<file path="config.mk">
export PLATFORM = sky130hd
export DESIGN_NAME = linear_ramp_envelope
export DESIGN_NICKNAME = d
export VERILOG_FILES = /design/src/sv/lre_pkg.sv /design/src/sv/linear_ramp_envelope.sv /design/src/sv/lre_ram.sv /design/src/sv/lre_ctrl.sv /design/src/sv/lre_datapath.sv
export SDC_FILE = /design/constraint.sdc
export NUM_CORES = 2
export LEC_CHECK = 0
export BUFFER_PORTS_ARGS = -buffer_cell sky130_fd_sc_hd__buf_4
export CORE_ASPECT_RATIO = 0.8
export CORE_MARGIN = 5
export CORE_UTILIZATION = 41
export CTS_CLUSTER_SIZE = 20
export DETAILED_ROUTE_END_ITERATION = 12
export GPL_ROUTABILITY_DRIVEN = 0
export GPL_TIMING_DRIVEN = 0
export PLACE_DENSITY = 0.54
export SKIP_CTS_REPAIR_TIMING = 1
export SYNTH_ARGS = -nofsm -noshare
export SYNTH_HDL_FRONTEND = slang
export SYNTH_SLANG_ARGS = --single-unit
</file>
<file path="constraint.sdc">
create_clock -name clk -period 14.6 [get_ports clk]
set_clock_uncertainty 0.1 [all_clocks]
set_input_delay 2.19 -clock clk [delete_from_list [all_inputs] [get_ports clk]]
set_output_delay 2.19 -clock clk [all_outputs]
set_load 0.1 [all_outputs]
</file>
<file path="src/sv/lre_pkg.sv">
// Shared types and constants of the linear ramp envelope.
// No dependencies; used by every module of the block except lre_ram.
package lre_pkg;

    localparam int CHANNELS_DEF = 8;

    localparam int CHAN_W    = 3;
    localparam int LEVEL_W   = 24;
    localparam int TIME_W    = 32;
    localparam int RATE_W    = 19;
    localparam int ACC_W     = 40;
    localparam int LEN_W     = 32;
    localparam int FRAC_W    = 16;
    localparam int PROD_W    = RATE_W + TIME_W;
    localparam int LRAW_W    = PROD_W - FRAC_W;
    localparam int DIV_W     = ACC_W + 1;
    localparam int DIV_STEPS = DIV_W;
    localparam int CNT_W     = $clog2(DIV_STEPS);

    localparam int S_TDATA_W = 88;
    localparam int S_TUSER_W = CHAN_W;
    localparam int M_TDATA_W = LEVEL_W;
    localparam int M_TUSER_W = CHAN_W + 1;

    localparam logic [RATE_W-1:0] SAMPLE_RATE_RESET = 19'd48000;

    localparam logic [ACC_W-1:0] ACC_MAX = {1'b0, {(ACC_W-1){1'b1}}};
    localparam logic [ACC_W-1:0] ACC_MIN = {1'b1, {(ACC_W-1){1'b0}}};
    localparam logic [DIV_W-1:0] Q_POS_LIM = {2'b00, {(ACC_W-1){1'b1}}};
    localparam logic [DIV_W-1:0] Q_NEG_LIM = {2'b01, {(ACC_W-1){1'b0}}};

    typedef struct packed {
        logic [ACC_W-1:0] acc;
        logic [ACC_W-1:0] inc;
        logic [LEN_W-1:0] step;
        logic [LEN_W-1:0] len;
    } env_state_t;

    localparam int STATE_W = $bits(env_state_t);

    typedef struct packed {
        logic accept;
        logic mul;
        logic len;
        logic div_step;
        logic sat;
        logic finish;
    } lre_cmd_t;

    typedef struct packed {
        logic in_range;
        logic need_restart;
        logic short_ramp;
        logic div_last;
        logic out_free;
    } lre_status_t;

endpackage

</file>
<file path="src/sv/linear_ramp_envelope.sv">
// Top level of the per-channel linear ramp envelope generator.
// Depends on lre_pkg, lre_ctrl, lre_datapath and lre_ram.
//
// Usage:
//   s_axis carries one sample beat: tuser is the channel, tdata holds the
//   start and end levels (Q4.20), ramp time (Q16.16), trigger and loop bits.
//   m_axis returns one beat per input beat: tdata is the level (Q4.20)
//   before this sample's increment, tuser the channel and a finished flag.
//   cfg_we/cfg_wdata write the sample rate in hertz; write only while idle.
//   One beat is processed at a time. An in-range beat that restarts a ramp
//   of at least one step (trigger, or loop at ramp end) runs the 41-step
//   restoring divider for the increment before write-back; any other beat,
//   a short-ramp restart included, skips the divider. The result is
//   registered at write-back, and the next beat is accepted after that.
//   The output register lets the next beat be accepted while a result is
//   still held; when the receiver stalls, the following result waits in
//   the write-back step and holds tready low.
//   Reset sets the sample rate to 48000 and clears every channel's state
//   at once through per-channel valid bits; no clearing pass is needed.
module linear_ramp_envelope #(
    parameter int CHANNELS = lre_pkg::CHANNELS_DEF
) (
    input  logic                          clk,
    input  logic                          rst_n,
    input  logic                          cfg_we,
    input  logic [lre_pkg::RATE_W-1:0]    cfg_wdata,
    input  logic                          s_axis_tvalid,
    output logic                          s_axis_tready,
    // start_level[23:0], end_level[47:24], ramp_time[79:48],
    // trigger[80], loop_enable[81], zero[87:82]
    input  logic [lre_pkg::S_TDATA_W-1:0] s_axis_tdata,
    // channel[2:0]
    input  logic [lre_pkg::S_TUSER_W-1:0] s_axis_tuser,
    output logic                          m_axis_tvalid,
    input  logic                          m_axis_tready,
    // level[23:0]
    output logic [lre_pkg::M_TDATA_W-1:0] m_axis_tdata,
    // channel_out[2:0], finished[3]
    output logic [lre_pkg::M_TUSER_W-1:0] m_axis_tuser
);

    lre_pkg::lre_cmd_t    cmd;
    lre_pkg::lre_status_t sts;

    lre_ctrl u_ctrl (
        .clk           (clk),
        .rst_n         (rst_n),
        .s_axis_tvalid (s_axis_tvalid),
        .s_axis_tready (s_axis_tready),
        .cmd           (cmd),
        .sts           (sts)
    );

    lre_datapath #(
        .CHANNELS (CHANNELS)
    ) u_datapath (
        .clk           (clk),
        .rst_n         (rst_n),
        .cmd           (cmd),
        .sts           (sts),
        .cfg_we        (cfg_we),
        .cfg_wdata     (cfg_wdata),
        .s_axis_tdata  (s_axis_tdata),
        .s_axis_tuser  (s_axis_tuser),
        .m_axis_tvalid (m_axis_tvalid),
        .m_axis_tready (m_axis_tready),
        .m_axis_tdata  (m_axis_tdata),
        .m_axis_tuser  (m_axis_tuser)
    );

endmodule

</file>
<file path="src/sv/lre_ram.sv">
// Generic single-write, single-read RAM with registered read data.
// No dependencies.
module lre_ram #(
    parameter int WIDTH = 8,
    parameter int DEPTH = 8
) (
    input  logic                                   clk,
    input  logic                                   we,
    input  logic [(DEPTH > 1 ? $clog2(DEPTH) : 1)-1:0] waddr,
    input  logic [WIDTH-1:0]                       wdata,
    input  logic                                   re,
    input  logic [(DEPTH > 1 ? $clog2(DEPTH) : 1)-1:0] raddr,
    output logic [WIDTH-1:0]                       rdata
);

    logic [WIDTH-1:0] mem [DEPTH];
    logic [WIDTH-1:0] rdata_reg;

    always_ff @(posedge clk)
    begin
        if (we)
        begin
            mem[waddr] <= wdata;
        end
        if (re)
        begin
            rdata_reg <= mem[raddr];
        end
    end

    assign rdata = rdata_reg;

endmodule

</file>
<file path="src/sv/lre_ctrl.sv">
// Sequencer of the linear ramp envelope: steps one beat through read,
// multiply, divide (restarts only) and write-back. Depends on lre_pkg.
module lre_ctrl (
    input  logic                 clk,
    input  logic                 rst_n,
    input  logic                 s_axis_tvalid,
    output logic                 s_axis_tready,
    output lre_pkg::lre_cmd_t    cmd,
    input  lre_pkg::lre_status_t sts
);

    typedef enum logic [2:0] {
        ST_IDLE,
        ST_READ,
        ST_LEN,
        ST_DIV,
        ST_SAT,
        ST_DONE
    } state_t;

    state_t state_reg;
    state_t state_next;
    logic   ready_reg;
    logic   ready_next;

    always_comb
    begin
        state_next = state_reg;
        ready_next = ready_reg;
        cmd        = '0;
        unique case (state_reg)
            ST_IDLE:
            begin
                if (s_axis_tvalid && ready_reg)
                begin
                    cmd.accept = 1'b1;
                    ready_next = 1'b0;
                    state_next = ST_READ;
                end
            end
            ST_READ:
            begin
                cmd.mul    = 1'b1;
                state_next = ST_LEN;
            end
            ST_LEN:
            begin
                cmd.len = 1'b1;
                if (sts.in_range && sts.need_restart && !sts.short_ramp)
                begin
                    state_next = ST_DIV;
                end
                else
                begin
                    state_next = ST_DONE;
                end
            end
            ST_DIV:
            begin
                cmd.div_step = 1'b1;
                if (sts.div_last)
                begin
                    state_next = ST_SAT;
                end
            end
            ST_SAT:
            begin
                cmd.sat    = 1'b1;
                state_next = ST_DONE;
            end
            ST_DONE:
            begin
                if (sts.out_free)
                begin
                    cmd.finish = 1'b1;
                    ready_next = 1'b1;
                    state_next = ST_IDLE;
                end
            end
            default:
            begin
                state_next = ST_IDLE;
                ready_next = 1'b1;
            end
        endcase
    end

    always_ff @(posedge clk or negedge rst_n)
    begin
        if (!rst_n)
        begin
            state_reg <= ST_IDLE;
            ready_reg <= 1'b1;
        end
        else
        begin
            state_reg <= state_next;
            ready_reg <= ready_next;
        end
    end

    assign s_axis_tready = ready_reg;

endmodule

</file>
<file path="src/sv/lre_datapath.sv">
// Datapath of the linear ramp envelope: input latch, length multiplier,
// restoring divider, channel state RAM and output register.
// Depends on lre_pkg and lre_ram.
module lre_datapath #(
    parameter int CHANNELS = lre_pkg::CHANNELS_DEF
) (
    input  logic                             clk,
    input  logic                             rst_n,
    input  lre_pkg::lre_cmd_t                cmd,
    output lre_pkg::lre_status_t             sts,
    input  logic                             cfg_we,
    input  logic [lre_pkg::RATE_W-1:0]       cfg_wdata,
    input  logic [lre_pkg::S_TDATA_W-1:0]    s_axis_tdata,
    input  logic [lre_pkg::S_TUSER_W-1:0]    s_axis_tuser,
    output logic                             m_axis_tvalid,
    input  logic                             m_axis_tready,
    output logic [lre_pkg::M_TDATA_W-1:0]    m_axis_tdata,
    output logic [lre_pkg::M_TUSER_W-1:0]    m_axis_tuser
);

    localparam int IDX_W = (CHANNELS > 1) ? $clog2(CHANNELS) : 1;

    localparam int ACC_W  = lre_pkg::ACC_W;
    localparam int LEN_W  = lre_pkg::LEN_W;
    localparam int LVL_W  = lre_pkg::LEVEL_W;
    localparam int FRAC_W = lre_pkg::FRAC_W;
    localparam int DIV_W  = lre_pkg::DIV_W;
    localparam int LRAW_W = lre_pkg::LRAW_W;

    // configuration and control
    logic [lre_pkg::RATE_W-1:0] rate_reg;
    logic                       out_valid_reg;
    logic [CHANNELS-1:0]        valid_reg;

    // latched beat
    logic [lre_pkg::CHAN_W-1:0] chan_reg;
    logic [IDX_W-1:0]           idx_reg;
    logic [LVL_W-1:0]           start_reg;
    logic [LVL_W-1:0]           end_reg;
    logic [lre_pkg::TIME_W-1:0] time_reg;
    logic                       trig_reg;
    logic                       loop_reg;
    logic                       in_range_reg;
    logic                       hit_reg;

    // restart arithmetic
    logic [lre_pkg::PROD_W-1:0] prod_reg;
    logic [LEN_W-1:0]           len_reg;
    logic                       short_reg;
    logic [DIV_W-1:0]           num_reg;
    logic [LEN_W-1:0]           rem_reg;
    logic                       neg_reg;
    logic [lre_pkg::CNT_W-1:0]  cnt_reg;
    logic [ACC_W-1:0]           inc_reg;

    // output register
    logic [LVL_W-1:0]           out_level_reg;
    logic [lre_pkg::CHAN_W-1:0] out_chan_reg;
    logic                       out_fin_reg;

    logic [IDX_W-1:0]           in_idx;
    logic                       in_range_next;
    logic [lre_pkg::STATE_W-1:0] rdata;
    logic                       ram_we;

    lre_pkg::env_state_t st;
    lre_pkg::env_state_t rs;
    lre_pkg::env_state_t cur;
    lre_pkg::env_state_t st_next;

    logic [LRAW_W-1:0]  len_raw;
    logic [LRAW_W-1:0]  len_m1;
    logic [LEN_W-1:0]   len_next;
    logic               short_next;
    logic [LVL_W:0]     diff;
    logic [LVL_W:0]     mag;
    logic [LEN_W:0]     rem_sh;
    logic [LEN_W+1:0]   trial;
    logic [ACC_W-1:0]   inc_next;
    logic [ACC_W:0]     sum;
    logic [ACC_W-1:0]   sum_sat;
    logic               adv;
    logic               fin_next;

    assign in_idx        = IDX_W'(s_axis_tuser);
    assign in_range_next = (32'(s_axis_tuser) < 32'(CHANNELS));

    lre_ram #(
        .WIDTH (lre_pkg::STATE_W),
        .DEPTH (CHANNELS)
    ) u_state_ram (
        .clk   (clk),
        .we    (ram_we),
        .waddr (idx_reg),
        .wdata (st_next),
        .re    (cmd.accept),
        .raddr (in_idx),
        .rdata (rdata)
    );

    always_comb
    begin
        st = hit_reg ? lre_pkg::env_state_t'(rdata) : '0;

        // restart values
        rs.step = '0;
        if (short_reg)
        begin
            rs.acc = {end_reg, {FRAC_W{1'b0}}};
            rs.inc = '0;
            rs.len = '0;
        end
        else
        begin
            rs.acc = {start_reg, {FRAC_W{1'b0}}};
            rs.inc = inc_reg;
            rs.len = len_reg;
        end

        cur = trig_reg ? rs : st;
        adv = (cur.step < cur.len);

        sum = {cur.acc[ACC_W-1], cur.acc} + {cur.inc[ACC_W-1], cur.inc};
        if (sum[ACC_W] != sum[ACC_W-1])
        begin
            sum_sat = sum[ACC_W] ? lre_pkg::ACC_MIN : lre_pkg::ACC_MAX;
        end
        else
        begin
            sum_sat = sum[ACC_W-1:0];
        end

        st_next  = cur;
        fin_next = 1'b0;
        if (adv)
        begin
            st_next.acc  = sum_sat;
            st_next.step = cur.step + LEN_W'(1);
        end
        else if (loop_reg)
        begin
            st_next = rs;
        end
        else
        begin
            fin_next = 1'b1;
        end
    end

    // ramp length from the registered product
    always_comb
    begin
        len_raw    = prod_reg[lre_pkg::PROD_W-1:FRAC_W];
        short_next = (len_raw <= LRAW_W'(1));
        len_m1     = len_raw - LRAW_W'(1);
        len_next   = (|len_m1[LRAW_W-1:LEN_W]) ? {LEN_W{1'b1}} : len_m1[LEN_W-1:0];
        diff       = {end_reg[LVL_W-1], end_reg} - {start_reg[LVL_W-1], start_reg};
        mag        = diff[LVL_W] ? (~diff + (LVL_W+1)'(1)) : diff;
    end

    // one restoring division step
    always_comb
    begin
        rem_sh = {rem_reg, num_reg[DIV_W-1]};
        trial  = {1'b0, rem_sh} - {2'b00, len_reg};
    end

    // signed, saturated increment from the quotient magnitude
    always_comb
    begin
        if (neg_reg)
        begin
            inc_next = (num_reg > lre_pkg::Q_NEG_LIM) ? lre_pkg::ACC_MIN
                                                      : ACC_W'(~num_reg + DIV_W'(1));
        end
        else
        begin
            inc_next = (num_reg > lre_pkg::Q_POS_LIM) ? lre_pkg::ACC_MAX
                                                      : num_reg[ACC_W-1:0];
        end
    end

    assign ram_we = cmd.finish && in_range_reg;

    always_ff @(posedge clk or negedge rst_n)
    begin
        if (!rst_n)
        begin
            rate_reg      <= lre_pkg::SAMPLE_RATE_RESET;
            out_valid_reg <= 1'b0;
            valid_reg     <= '0;
        end
        else
        begin
            if (cfg_we)
            begin
                rate_reg <= cfg_wdata;
            end
            if (cmd.finish)
            begin
                out_valid_reg <= 1'b1;
            end
            else if (m_axis_tready)
            begin
                out_valid_reg <= 1'b0;
            end
            if (ram_we)
            begin
                valid_reg[idx_reg] <= 1'b1;
            end
        end
    end

    always_ff @(posedge clk)
    begin
        if (cmd.accept)
        begin
            chan_reg     <= s_axis_tuser;
            idx_reg      <= in_idx;
            start_reg    <= s_axis_tdata[23:0];
            end_reg      <= s_axis_tdata[47:24];
            time_reg     <= s_axis_tdata[79:48];
            trig_reg     <= s_axis_tdata[80];
            loop_reg     <= s_axis_tdata[81];
            in_range_reg <= in_range_next;
            hit_reg      <= in_range_next ? valid_reg[in_idx] : 1'b0;
        end
        if (cmd.mul)
        begin
            prod_reg <= rate_reg * time_reg;
        end
        if (cmd.len)
        begin
            len_reg   <= len_next;
            short_reg <= short_next;
            num_reg   <= {mag, {FRAC_W{1'b0}}};
            neg_reg   <= diff[LVL_W];
            rem_reg   <= '0;
            cnt_reg   <= '0;
        end
        if (cmd.div_step)
        begin
            if (!trial[LEN_W+1])
            begin
                rem_reg <= trial[LEN_W-1:0];
                num_reg <= {num_reg[DIV_W-2:0], 1'b1};
            end
            else
            begin
                rem_reg <= rem_sh[LEN_W-1:0];
                num_reg <= {num_reg[DIV_W-2:0], 1'b0};
            end
            cnt_reg <= cnt_reg + lre_pkg::CNT_W'(1);
        end
        if (cmd.sat)
        begin
            inc_reg <= inc_next;
        end
        if (cmd.finish)
        begin
            out_chan_reg  <= chan_reg;
            out_level_reg <= in_range_reg ? cur.acc[ACC_W-1:FRAC_W] : '0;
            out_fin_reg   <= in_range_reg ? fin_next : 1'b1;
        end
    end

    always_comb
    begin
        sts.in_range     = in_range_reg;
        sts.need_restart = trig_reg || (loop_reg && !(st.step < st.len));
        sts.short_ramp   = short_next;
        sts.div_last     = (cnt_reg == lre_pkg::CNT_W'(lre_pkg::DIV_STEPS - 1));
        sts.out_free     = !out_valid_reg || m_axis_tready;
    end

    assign m_axis_tvalid = out_valid_reg;
    assign m_axis_tdata  = out_level_reg;
    assign m_axis_tuser  = {out_fin_reg, out_chan_reg};

endmodule

</file>
==> summary.md <==
| Metric | Value |
|---|---|
| Dpl ws | between 4000 and 5000 ps |
| Pin count of the biggest net entering global routing | between 60 and 70 |
| Port Buf Inserts | about 140 |
| Initial antenna violation count | 9 |
| Ys Warns | 0 |
| Status | finished clean |
| Post-synthesis sequential area ratio | 53.6% |
| Core area | between 200000 and 250000 um2 |
| Synth Cell Area | 91100 um2 |
| Avg Cell Area, Syn | roughly 14 um2 |
| Worst EP required | roughly 15000 ps |
| M1 WL | about 120000 um |
| Final Critical Period | between 10000 and 15000 ps |
| DRC | 0 |
| Met2 WL | 116000 um |
| Fmax | just under 0.1 GHz |
| Row count | around 150 |
| I/O pin count | 145 |
| Highest routed layer | met5 |
| Synthesized Nets | between 7k and 8k |
| Initial Util | 41.3% |
| Post-DR wirelength/cell | about 25 um |
| Worst setup margin | around 4300 ps |
| Full die area | 232000 um2 |
| Nets | about 8.0k |
| Antenna Nets Post-Route | 0 |
| Die height | between 400 and 500 um |
| Share of layout cells above drive strength 1 | between 10 and 15% |
| VDD IR max | between 400 and 500 uV |
| Initial DRC Count | approximately 5.4k |
| Post-synth EDFFs | about 1.6k |
| Ys async rst share | about 2% |
| Grt total ovfl | 0 |
| Unrepaired setup endpoints after global routing | no |
| H-tree depth | 4 |
| Total track usage | between 20% and 30% |
| Switching share of total power | 41.5% |
| Critical Path Sink Type | register |
| Cells after Synth | approximately 6.7k |
| Area grow syn2layout | 12.9% |
| Post-synthesis cell type count | 83 |
| Seq pwr share | ~28% |
| Critical path class | register to register |
| CTS clock-pin slew for the worst setup and hold paths | around 60 ps |
| Worst-Skew Late Latency | 840 ps |
| Max Slew Vio Count | 0 |
| Max-cap violation count | 0 |
| Final period util | between 70% and 80% |
| Flops & latches, synth | 1630 |
| WP data arrival | around 11000 ps |
| Worst Tran Pin Value | between 1000 and 1500 ps |
| Final Hold Viols | 0 |
| Vias per cell | 5.49 |
| DP HPWL | approximately 190000 um |
| Net switching power | 9820 uW |
| Detailed Route WL | between 200000 and 300000 um |
| Main flop type after synthesis | edfxtp_1 |
| Max Root-Sink Buffers | 4 |
| First-pass GRT wire length | approximately 380000 um |
| Worst Path Max Fanout | 10 |
| Comb pwr share | 53.9% |
| Pwr Total | 23700 uW |
| Initial DRT Pass Iterations | 6 |
| DR WL met3 | about 17000 um |
| Via count of the first global-routing pass | around 57k |
| Internal power | ~14000 uW |
| TritonCTS Sinks | roughly 1.6k |
| Die span in x | around 540 um |
| Leakage | between 0.03 and 0.04 uW |
| Final setup violation count | 0 |
| CTS Root Cell | clkbuf_16 |
| CTS buffer count | 171 |
| Vias | roughly 56k |
| Max_slew headroom | 2.57% |
| Clk pwr share | between 10% and 20% |
| PwrDens | between 200 and 250 nW/um2 |
| # fillers | approximately 20k |
| CTS tree | done |
| Max reg flops | ~1.2k |
| Worst Hold Class | register to register |
| Startpoint types | register |
-- power groups by stage --
stage | combinational (uW) | sequential (uW) | clock (uW)
global route | 14600 | 6740 | 4490
CTS | 13000 | 6710 | 4300
global placement | 12900 | 6880 | 0
detailed placement | 12900 | 6810 | 0
floorplan | 9250 | 6790 | 0
finish | 12800 | 6710 | 4200
-- worst max-delay path: stages, from the launching register on --
cell and delay, ps:
edfxtp_1 460, clkbuf_1 370, nor2b_1 380, clkbuf_1 400, clkbuf_1 610, clkbuf_2 690
clkbuf_1 870, a22oi_1 450, inv_1 150, ha_1 150, a21o_1 120, a21oi_1 90
o21ai_0 370, o211ai_1 280, a311oi_1 930, o211ai_1 310, a211o_1 440, and2_1 180
mux2i_1 910, nand2_1 400, clkbuf_1 510, o221ai_1 750
-- through the flow --
stage	cell area (um2)	std cells	util [%]	hold WS, ps	setup TNS (ps)
final	103000	10200	46.6	362	0
after global routing	103000	10200	46.6	375	0
after CTS	103000	10200	46.6	369	0
after detailed placement	97600	9887	44.2	353	0
after global placement	95800	9809	43.4	346	-6623310
after floorplan	91100	6708	-	334	0
-- final timing paths --
check	startpoint	cells after the start	endpoint	slack, ps
worst min register to register	u_datapath.valid_reg[4]$_DFFE_PN0P_	1	u_datapath.valid_reg[4]$_DFFE_PN0P_	360
max in group asynchronous	rst_n	1	u_ctrl.s_axis_tready$_DFFE_PN1P_	12700
worst min-delay path	u_datapath.valid_reg[4]$_DFFE_PN0P_	1	u_datapath.valid_reg[4]$_DFFE_PN0P_	360
min in group asynchronous	rst_n	1	u_datapath.rate_reg[10]$_DFFE_PN0P_	1280
worst max register to register	u_datapath.trig_reg$_DFFE_PP_	21	u_datapath.u_state_ram.mem[6][138]$_DFFE_PP_	4280
worst max-delay path	u_datapath.trig_reg$_DFFE_PP_	21	u_datapath.u_state_ram.mem[6][138]$_DFFE_PP_	4280
-- Yosys cell counts, types with 9 or more instances --
master	n	area [um2]
or3_1	32	200
nor4_1	20	125
and2_1	388	2430
nor2b_1	67	419
nand3_1	55	275
a31oi_1	21	131
nand4_1	51	319
mux2i_1	11	110
dfrtp_1	24	601
nor2_1	267	1000
mux2_2	223	2510
a21oi_1	258	1290
and3_1	24	150
o21bai_1	21	158
and4_1	12	105
or2_2	17	106
buf_1	51	191
o21a_1	26	195
a211oi_1	21	158
mux4_2	290	6530
fa_1	511	10200
nor3_1	56	280
o211ai_1	32	240
o311ai_1	25	219
or4_1	9	67.6
nand2_1	630	2360
o21ai_0	182	911
a21o_1	92	691
inv_1	729	2740
xnor2_1	99	867
a22o_1	63	552
nand2b_1	35	219
clkbuf_1	258	968
ha_1	298	3730
o31ai_1	13	97.6
edfxtp_1	1598	48000
xor2_1	59	517
-- cell families (layout without fill, tap and decap cells) --
group | Yosys count | after routing | share of synthesized area (%)
simple gates | 1696 | 1696 | 9.16
flops | 1630 | 1630 | 53.6
buf+inv | 1046 | 1553 | 4.34
compound gates | 845 | 845 | 6.02
fa+ha+maj | 809 | 809 | 15.3
mux | 524 | 524 | 10.1
xor+xnor | 158 | 158 | 1.52
other cells | 0 | 1 | 0
-- area by class of cell --
cell class / count / area (um2) / share of cell area (%)
Antenna cell: 1 / 2.50 / 0.00243
Buffer: 314 / 1210 / 1.18
Clock buffer: 211 / 4520 / 4.40
Clock inverter: 80 / 673 / 0.655
Inverter: 732 / 2750 / 2.68
Multi-Input combinational cell: 4032 / 38400 / 37.4
Sequential cell: 1630 / 48800 / 47.5
Tap cell: 2964 / 3710 / 3.61
Timing Repair Buffer: 216 / 2700 / 2.63
-- layout by cell type, fill, tap and decap left out, types with 41 or more instances in the layout --
| cell | instances |
|---|---|
| edfxtp_1 | 1598 |
| inv_1 | 728 |
| nand2_1 | 630 |
| fa_1 | 511 |
| and2_1 | 388 |
| ha_1 | 298 |
| mux4_2 | 290 |
| clkbuf_1 | 286 |
| nor2_1 | 259 |
| a21oi_1 | 258 |
| mux2_2 | 223 |
| o21ai_0 | 182 |
| clkbuf_16 | 175 |
| buf_4 | 139 |
| xnor2_1 | 99 |
| a21o_1 | 92 |
| nor2b_1 | 66 |
| a22o_1 | 63 |
| xor2_1 | 59 |
| nand3_1 | 55 |
| nor3_1 | 54 |
| buf_1 | 51 |
| nand4_1 | 51 |
| buf_12 | 41 |
-- routing by layer --
metal  track usage, %  vias up
li1                 -    24700
met1             33.0    28800
met2             34.3     1927
met3             3.22      371
met4             5.84        2
met5                0        -
(Power assumes the default switching activity.)
